--- src/rtl/core/mlcd_pkg.sv ---
// Shared types and constants for the memory LCD frame store and line framer.
// No dependencies; imported by mlcd_ctrl, mlcd_dp and the core top.
`timescale 1ns / 1ps

package mlcd_pkg;

    // Screen geometry
    localparam int WIDTH_PIXELS = 72;
    localparam int HEIGHT_LINES = 144;
    localparam int LINE_BYTES   = (WIDTH_PIXELS + 1) / 2;
    localparam int STORE_BYTES  = LINE_BYTES * HEIGHT_LINES;
    localparam int PKT_BYTES    = LINE_BYTES + 4;

    // Widths
    localparam int ADDR_W = $clog2(STORE_BYTES);
    localparam int XC_W   = $clog2(WIDTH_PIXELS + 1);
    localparam int YC_W   = $clog2(HEIGHT_LINES + 1);
    localparam int BC_W   = (LINE_BYTES > 1) ? $clog2(LINE_BYTES) : 1;
    localparam int CNT_W  = $clog2(PKT_BYTES);
    localparam int CW     = 11;     // signed work width for clipping math

    // Packet header bytes
    localparam logic [7:0] HDR_UPDATE    = 8'h90;
    localparam logic [7:0] HDR_VCOM      = 8'h40;
    localparam logic [7:0] HDR_ALL_CLEAR = 8'h20;
    localparam logic [7:0] HDR_NO_UPDATE = 8'h00;

    typedef enum logic [2:0] {
        FN_SET_PIXEL   = 3'd0,
        FN_FILL_RECT   = 3'd1,
        FN_FILL_SCREEN = 3'd2,
        FN_SEND_LINE   = 3'd3,
        FN_TOGGLE_VCOM = 3'd4,
        FN_ALL_CLEAR   = 3'd5
    } t_func;

    typedef enum logic [2:0] {
        OP_NOP,
        OP_LOAD,
        OP_SWEEP,
        OP_RECT_RD,
        OP_RECT_WR,
        OP_LINE,
        OP_PAIR_HDR,
        OP_PAIR_TAIL
    } t_dp_op;

    typedef struct packed {
        t_func func;
        logic  rect_empty;
        logic  rect_last;
        logic  line_ok;
        logic  line_done;
        logic  sweep_last;
    } t_dp_stat;

endpackage

--- src/rtl/core/mlcd_ctrl.sv ---
// Command sequencer: decides which datapath operation runs each cycle.
// Depends on mlcd_pkg.
`timescale 1ns / 1ps

module mlcd_ctrl
    import mlcd_pkg::*;
(
    input  logic     i_clk,
    input  logic     i_rst_n,
    input  logic     i_start,
    input  t_dp_stat i_stat,
    output t_dp_op   o_op,
    output logic     o_busy
);

    typedef enum logic [2:0] {
        S_SWEEP,
        S_IDLE,
        S_DISPATCH,
        S_RECT_RD,
        S_RECT_WR,
        S_LINE,
        S_PAIR_HDR,
        S_PAIR_TAIL
    } t_state;

    t_state r_state;
    t_state n_state;

    always_comb begin
        n_state = r_state;
        o_op    = OP_NOP;
        unique case (r_state)
            S_SWEEP: begin
                o_op = OP_SWEEP;
                if (i_stat.sweep_last) begin
                    n_state = S_IDLE;
                end
            end
            S_IDLE: begin
                if (i_start) begin
                    o_op    = OP_LOAD;
                    n_state = S_DISPATCH;
                end
            end
            S_DISPATCH: begin
                unique case (i_stat.func)
                    FN_SET_PIXEL, FN_FILL_RECT: begin
                        n_state = i_stat.rect_empty ? S_IDLE : S_RECT_RD;
                    end
                    FN_FILL_SCREEN: n_state = S_SWEEP;
                    FN_SEND_LINE:   n_state = i_stat.line_ok ? S_LINE : S_IDLE;
                    FN_TOGGLE_VCOM, FN_ALL_CLEAR: n_state = S_PAIR_HDR;
                    default:        n_state = S_IDLE;
                endcase
            end
            S_RECT_RD: begin
                o_op    = OP_RECT_RD;
                n_state = S_RECT_WR;
            end
            S_RECT_WR: begin
                o_op    = OP_RECT_WR;
                n_state = i_stat.rect_last ? S_IDLE : S_RECT_RD;
            end
            S_LINE: begin
                o_op = OP_LINE;
                if (i_stat.line_done) begin
                    n_state = S_IDLE;
                end
            end
            S_PAIR_HDR: begin
                o_op    = OP_PAIR_HDR;
                n_state = S_PAIR_TAIL;
            end
            S_PAIR_TAIL: begin
                o_op    = OP_PAIR_TAIL;
                n_state = S_IDLE;
            end
            default: n_state = S_IDLE;
        endcase
    end

    always_ff @(posedge i_clk) begin
        if (!i_rst_n) begin
            r_state <= S_SWEEP;
        end else begin
            r_state <= n_state;
        end
    end

    assign o_busy = (r_state != S_IDLE);

endmodule

--- config.mk ---
export PLATFORM = sky130hd
export DESIGN_NAME = mlcd_ctrl
export DESIGN_NICKNAME = d
export VERILOG_FILES = /design/src/rtl/core/mlcd_pkg.sv /design/src/rtl/core/mlcd_ctrl.sv
export SDC_FILE = /design/constraint.sdc
export NUM_CORES = 1
export LEC_CHECK = 0
export BUFFER_PORTS_ARGS = -buffer_cell sky130_fd_sc_hd__buf_2
export CORE_AREA = 2 2 39 41
export CTS_CLUSTER_DIAMETER = 100
export CTS_CLUSTER_SIZE = 8
export DETAILED_ROUTE_END_ITERATION = 7
export DIE_AREA = 0 0 41 43
export PLACE_DENSITY = 0.49
export SYNTH_ARGS = -nofsm -noshare
export SYNTH_HDL_FRONTEND = slang
export SYNTH_SLANG_ARGS = --single-unit
export TNS_END_PERCENT = 50
--- constraint.sdc ---
create_clock -name i_clk -period 1.2 [get_ports i_clk]
set_input_delay 0.24 -clock i_clk [delete_from_list [all_inputs] [get_ports i_clk]]
set_output_delay 0.24 -clock i_clk [all_outputs]
set_load 0.005 [all_outputs]
# == Word level (Yosys, flattened, before mapping) ==
# Index checks and enable logic that the tools add are counted.
# totals
latchBits,0
out_inout_bits,4
in_bits,11
rom_bits,0
reg_bits,3
ram_bits,0
word_cells,32
memories,0
# classes
n_eq_ne,16
div,0
n_lt_le_gt_ge,0
n_shift,0
add_sub_neg,0
n_reduce_logical,5
multipliers,0
n_bitwise,0
n_mux,10
# ops
cell,n
one-hot mux 3 bit (8 select lines),1
one-hot mux 3 bit (7 select lines),1
"== test 3 bit, second input constant",6
"== test 3 x 2 -> 1 bit, second input constant",4
2-to-1 mux 3 bit,4
one-hot mux 3 bit (4 select lines),1
"== test 3 x 1 -> 1 bit, second input constant",2
zero test 3 bit,2
"!= test 2 bit, second input constant",3
2-to-1 mux 2 bit,2
OR reduction 2 bit,2
"!= test 3 x 1 -> 1 bit, second input constant",1
AND reduction 3 bit,1
2-to-1 mux 1 bit,1

# == Longest topological paths before layout ==
# logic_depth
ltp_word,4
mapped_depth,4

# == Worst setup path before layout ==
# Ideal clock, no wire load.
# synth_path
path_type,register to register
startpoint,register r_state[0]
endpoint,register r_state[2]
stages_incl_launch_ff,5
arrival_ps,866
synth_period_minus_slack_ps,982
setup_slack_ps,218
path_cell_list,dfxtp_1 -> buf_6 -> nor2_2 -> nand3_1 -> a41o_1
# synth_between
elab_chain_cells,3
elab_cells_between_ends,13
classes_between,eq/ne (10); mux (1); reduce/logical (2)
# synth_rtl
element,line,source
start: declaration,mlcd_ctrl.sv:27,t_state r_state;
start signal: assignment,mlcd_ctrl.sv:87,r_state <= n_state;
"== test 3 bit, or another cell as far along",mlcd_ctrl.sv:33,unique case (r_state)
!= test 2 bit (no line),-,
AND reduction 3 bit (no line),-,
# Several ways; a longest one is shown, not always the timed one.
# A chain may end at the register's enable or synchronous reset.

# == Final worst setup path ==
# layout_path
startpoint,register r_state[1]
endpoint,output port o_op[0]
# layout_between
elab_chain_cells,2
elab_cells_between_ends,8
classes_between,eq/ne (6); mux (1); reduce/logical (1)
# layout_rtl
element,line,source
"== test 3 bit, or another cell as far along",mlcd_ctrl.sv:33,
one-hot mux 3 bit (7 select lines) *,mlcd_ctrl.sv:33,
end: declaration,mlcd_ctrl.sv:12,"output t_dp_op o_op,"
# Every way passes the cells marked *; elsewhere a longest branch is shown, timed or not.

==> summary.txt <==
Outcome: complete, but fails checks
Failing checks: setup timing
Yosys reg bits: 3
R2r setup slk: 0.16 ns
Yosys cell types: 21
Mapped Cells: 30
Vias in the first global route: 275
Clk pwr share: 0.485
Final Instance Area: 414 µm²
Drt total wl: 728 µm
Post-synth ARST share: 0
Via count: 298
RSZ-0062 raised after global routing: yes
Combinational Power Share: 0.229
Period utilization: 1.03
Synth Warn #: 0
Regs by FF count: r_state x3
Sw power: 0.0963 mW
WL/cell: 10.7 µm
Final Skew: 0.000392 ns
Post-Syn Area: 253 µm²
FP Rows: 14
Iter 0 DRT Violations: 1
Arrival @ worst endpoint: 0.99 ns
Largest Register: r_state
Max Cap Violations: 0
Chip height: 43 µm
CP endpoint: o_op[0]
Routed Antenna Nets: 0
Layout cells sized above 1: 0.577
Synth area leader: dfxtp_1
# DRC: 0
Largest fanout on the critical path: 4
Main area contributors after synthesis: dfxtp_1 (24%), nand2b_1 (9.9%), buf_6 (8.9%), o31a_1 (6.9%), a221oi_2 (5.9%)
Worst-skew pair later-pin latency: 0.24 ns
H-tree lvl count: 1
Worst Setup Slack, final: -0.0338 ns
Critical Path Start: r_state[1]
Synth cell count leaders: nand2b_1 (4), dfxtp_1 (3)
Final min period: 1.23 ns
Reg power frac: 0.285
Area Growth Syn to Fin: 63.9%
Mean Syn Cell Area: 8.42 µm²
PortBufs: 14
HPWL after DPL: 492 µm
Post-Syn Nets: 41
Count leader, synth: nand2b_1
Final hold violation count: 0
Root Buffer: clkbuf_4
Largest net degree at the start of global routing: 10
Core footprint: 1380 µm²
Ant. Diodes: 0
DRT Pass-1 Iters: 2
Prevailing post-synth register cell: dfxtp_1
Setup TNS: -0.0547 ns
Fin nets: 64
CTS Buffer Depth: 2
I/O Pins: 15
Final setup fails: 2
Worst r2r src: r_state[2]
Initial antenna violation count: 0
Cts hold-fix bufs: 0
Pint: 0.277 mW
Worst setup EP type: output pin
Nature of the critical path startpoint: flop
GP Congestion: 0.704
GR Overflow Total: 0
Synth top area share: 0.238
Worst ir drop on vdd: 0.462 mV
First-pass GRT wire length: 1120 µm
Worst-Margin Slew: 0.230 ns
Initial Utilization: 0.183
Max reg flops: 3
Tot GR Track Use: 0.0983
Pleak: 0.195 nW
Setup Crit Path Kind: flop to output pin
Slew HR: 0.845
CTS tree: built
Reg2reg end: r_state[1]
Die width: 41 µm
Number of synthesized flops with an enable pin: 0
Pins Over Slew Limit: 0
Full die area: 1760 µm²
Sink Count: 3
Clk slew on worst S/H paths: 0.04 ns
Via density: 4.38
DP Area: 317 µm²
Highest Clock Rate: 811 MHz
Switching part of the total: 0.258
Cts bufs inserted: 3
Post-synthesis sequential area ratio: 0.238
Hold Path Class: input port to flop
Reg2reg path depth: 4
WP data required: 0.96 ns
Total power divided by cell area: 901 nW/µm²
power by group through the flow:
stage                     Clock (mW)  Combinational, mW  Sequential (mW)
after floorplan                    0             0.0433            0.107
after global placement             0             0.0614            0.113
after detailed placement           0             0.0617            0.114
after CTS                      0.190             0.0695            0.109
after global routing           0.203             0.0945            0.107
final                          0.181             0.0856            0.106
critical path: stages, from the launching register on:
cell     delay [ns]
dfxtp_4        0.35
o31a_1         0.29
buf_2          0.12
timing repair:
| action | 4_1_cts | 5_1_grt |
|---|---|---|
| pin swaps | 3 | 2 |
| setup endpoints to repair | 3 | 3 |
| setup buffers | 4 | 3 |
| hold endpoints to repair | 0 | 0 |
| gates resized for setup | 6 | 2 |
layout by cell type, fill, tap and decap left out:
master | synthesis | layout
nand2b_1 | 4 | 4
buf_4 | 0 | 7
inv_1 | 1 | 1
o31a_1 | 2 | 2
a21oi_1 | 1 | 1
xor2_1 | 1 | 1
o21bai_1 | 1 | 1
a41o_1 | 1 | 1
nand3b_1 | 1 | 1
nor3b_1 | 1 | 1
clkbuf_1 | 1 | 1
nor2_4 | 0 | 1
nor2b_1 | 1 | 1
a221oi_2 | 1 | 1
buf_2 | 0 | 14
nor2_2 | 1 | 1
nand3_1 | 2 | 2
clkbuf_4 | 0 | 3
nor4_1 | 1 | 1
dfxtp_4 | 0 | 3
nand2_1 | 2 | 2
nor4bb_1 | 1 | 1
nand4b_1 | 1 | 1
through the flow:
| stage | util | power, mW | cells | hold slack (ns) | setup slack (ns) |
|---|---|---|---|---|---|
| after global placement | 0.229 | 0.175 | 57 | 0.500 | 0.130 |
| final | 0.299 | 0.373 | 68 | 0.254 | -0.0338 |
| after CTS | 0.279 | 0.368 | 65 | 0.241 | -0.0285 |
| after floorplan | - | 0.150 | 30 | 0.368 | 0.218 |
| after detailed placement | 0.229 | 0.175 | 57 | 0.493 | 0.110 |
| after global routing | 0.299 | 0.404 | 68 | 0.257 | -0.0828 |
routing by layer:
layer  track usage  routed length (µm)  vias up
met5             0                   0        -
met4        0.0600                   0        0
met3        0.0471                  47        0
met2         0.141                 365       10
met1         0.112                 315      134
li1              -                   -      154
how the worst min path moves through the flow:
stage	start	to	slack (ns)	cells after the start
floorplan	i_rst_n	r_state[0]	0.37	1
detailed placement	i_rst_n	r_state[0]	0.49	2
global placement	i_rst_n	r_state[0]	0.50	2
finish	i_rst_n	r_state[0]	0.25	2
CTS	i_rst_n	r_state[0]	0.24	2
global route	i_rst_n	r_state[0]	0.26	2
final cells by class:
class	instances	area, µm²
fillers	158	970
clock buffers	4	26.3
flip-flops and latches	3	71.3
inverters	1	3.75
repair buffers	21	123
well taps	16	20.0
multi-input cells	23	170
cell families (layout without fill, tap and decap cells):
| kind of cell | after synthesis | in the layout | synth area share |
|---|---|---|---|
| AND/OR/NAND/NOR | 16 | 16 | 0.391 |
| AO/OA/AOI/OAI | 6 | 6 | 0.218 |
| buffers and inverters | 4 | 26 | 0.119 |
| flip-flops | 3 | 3 | 0.238 |
| XOR/XNOR | 1 | 1 | 0.0347 |
Power figures use the tool's default switching activity.
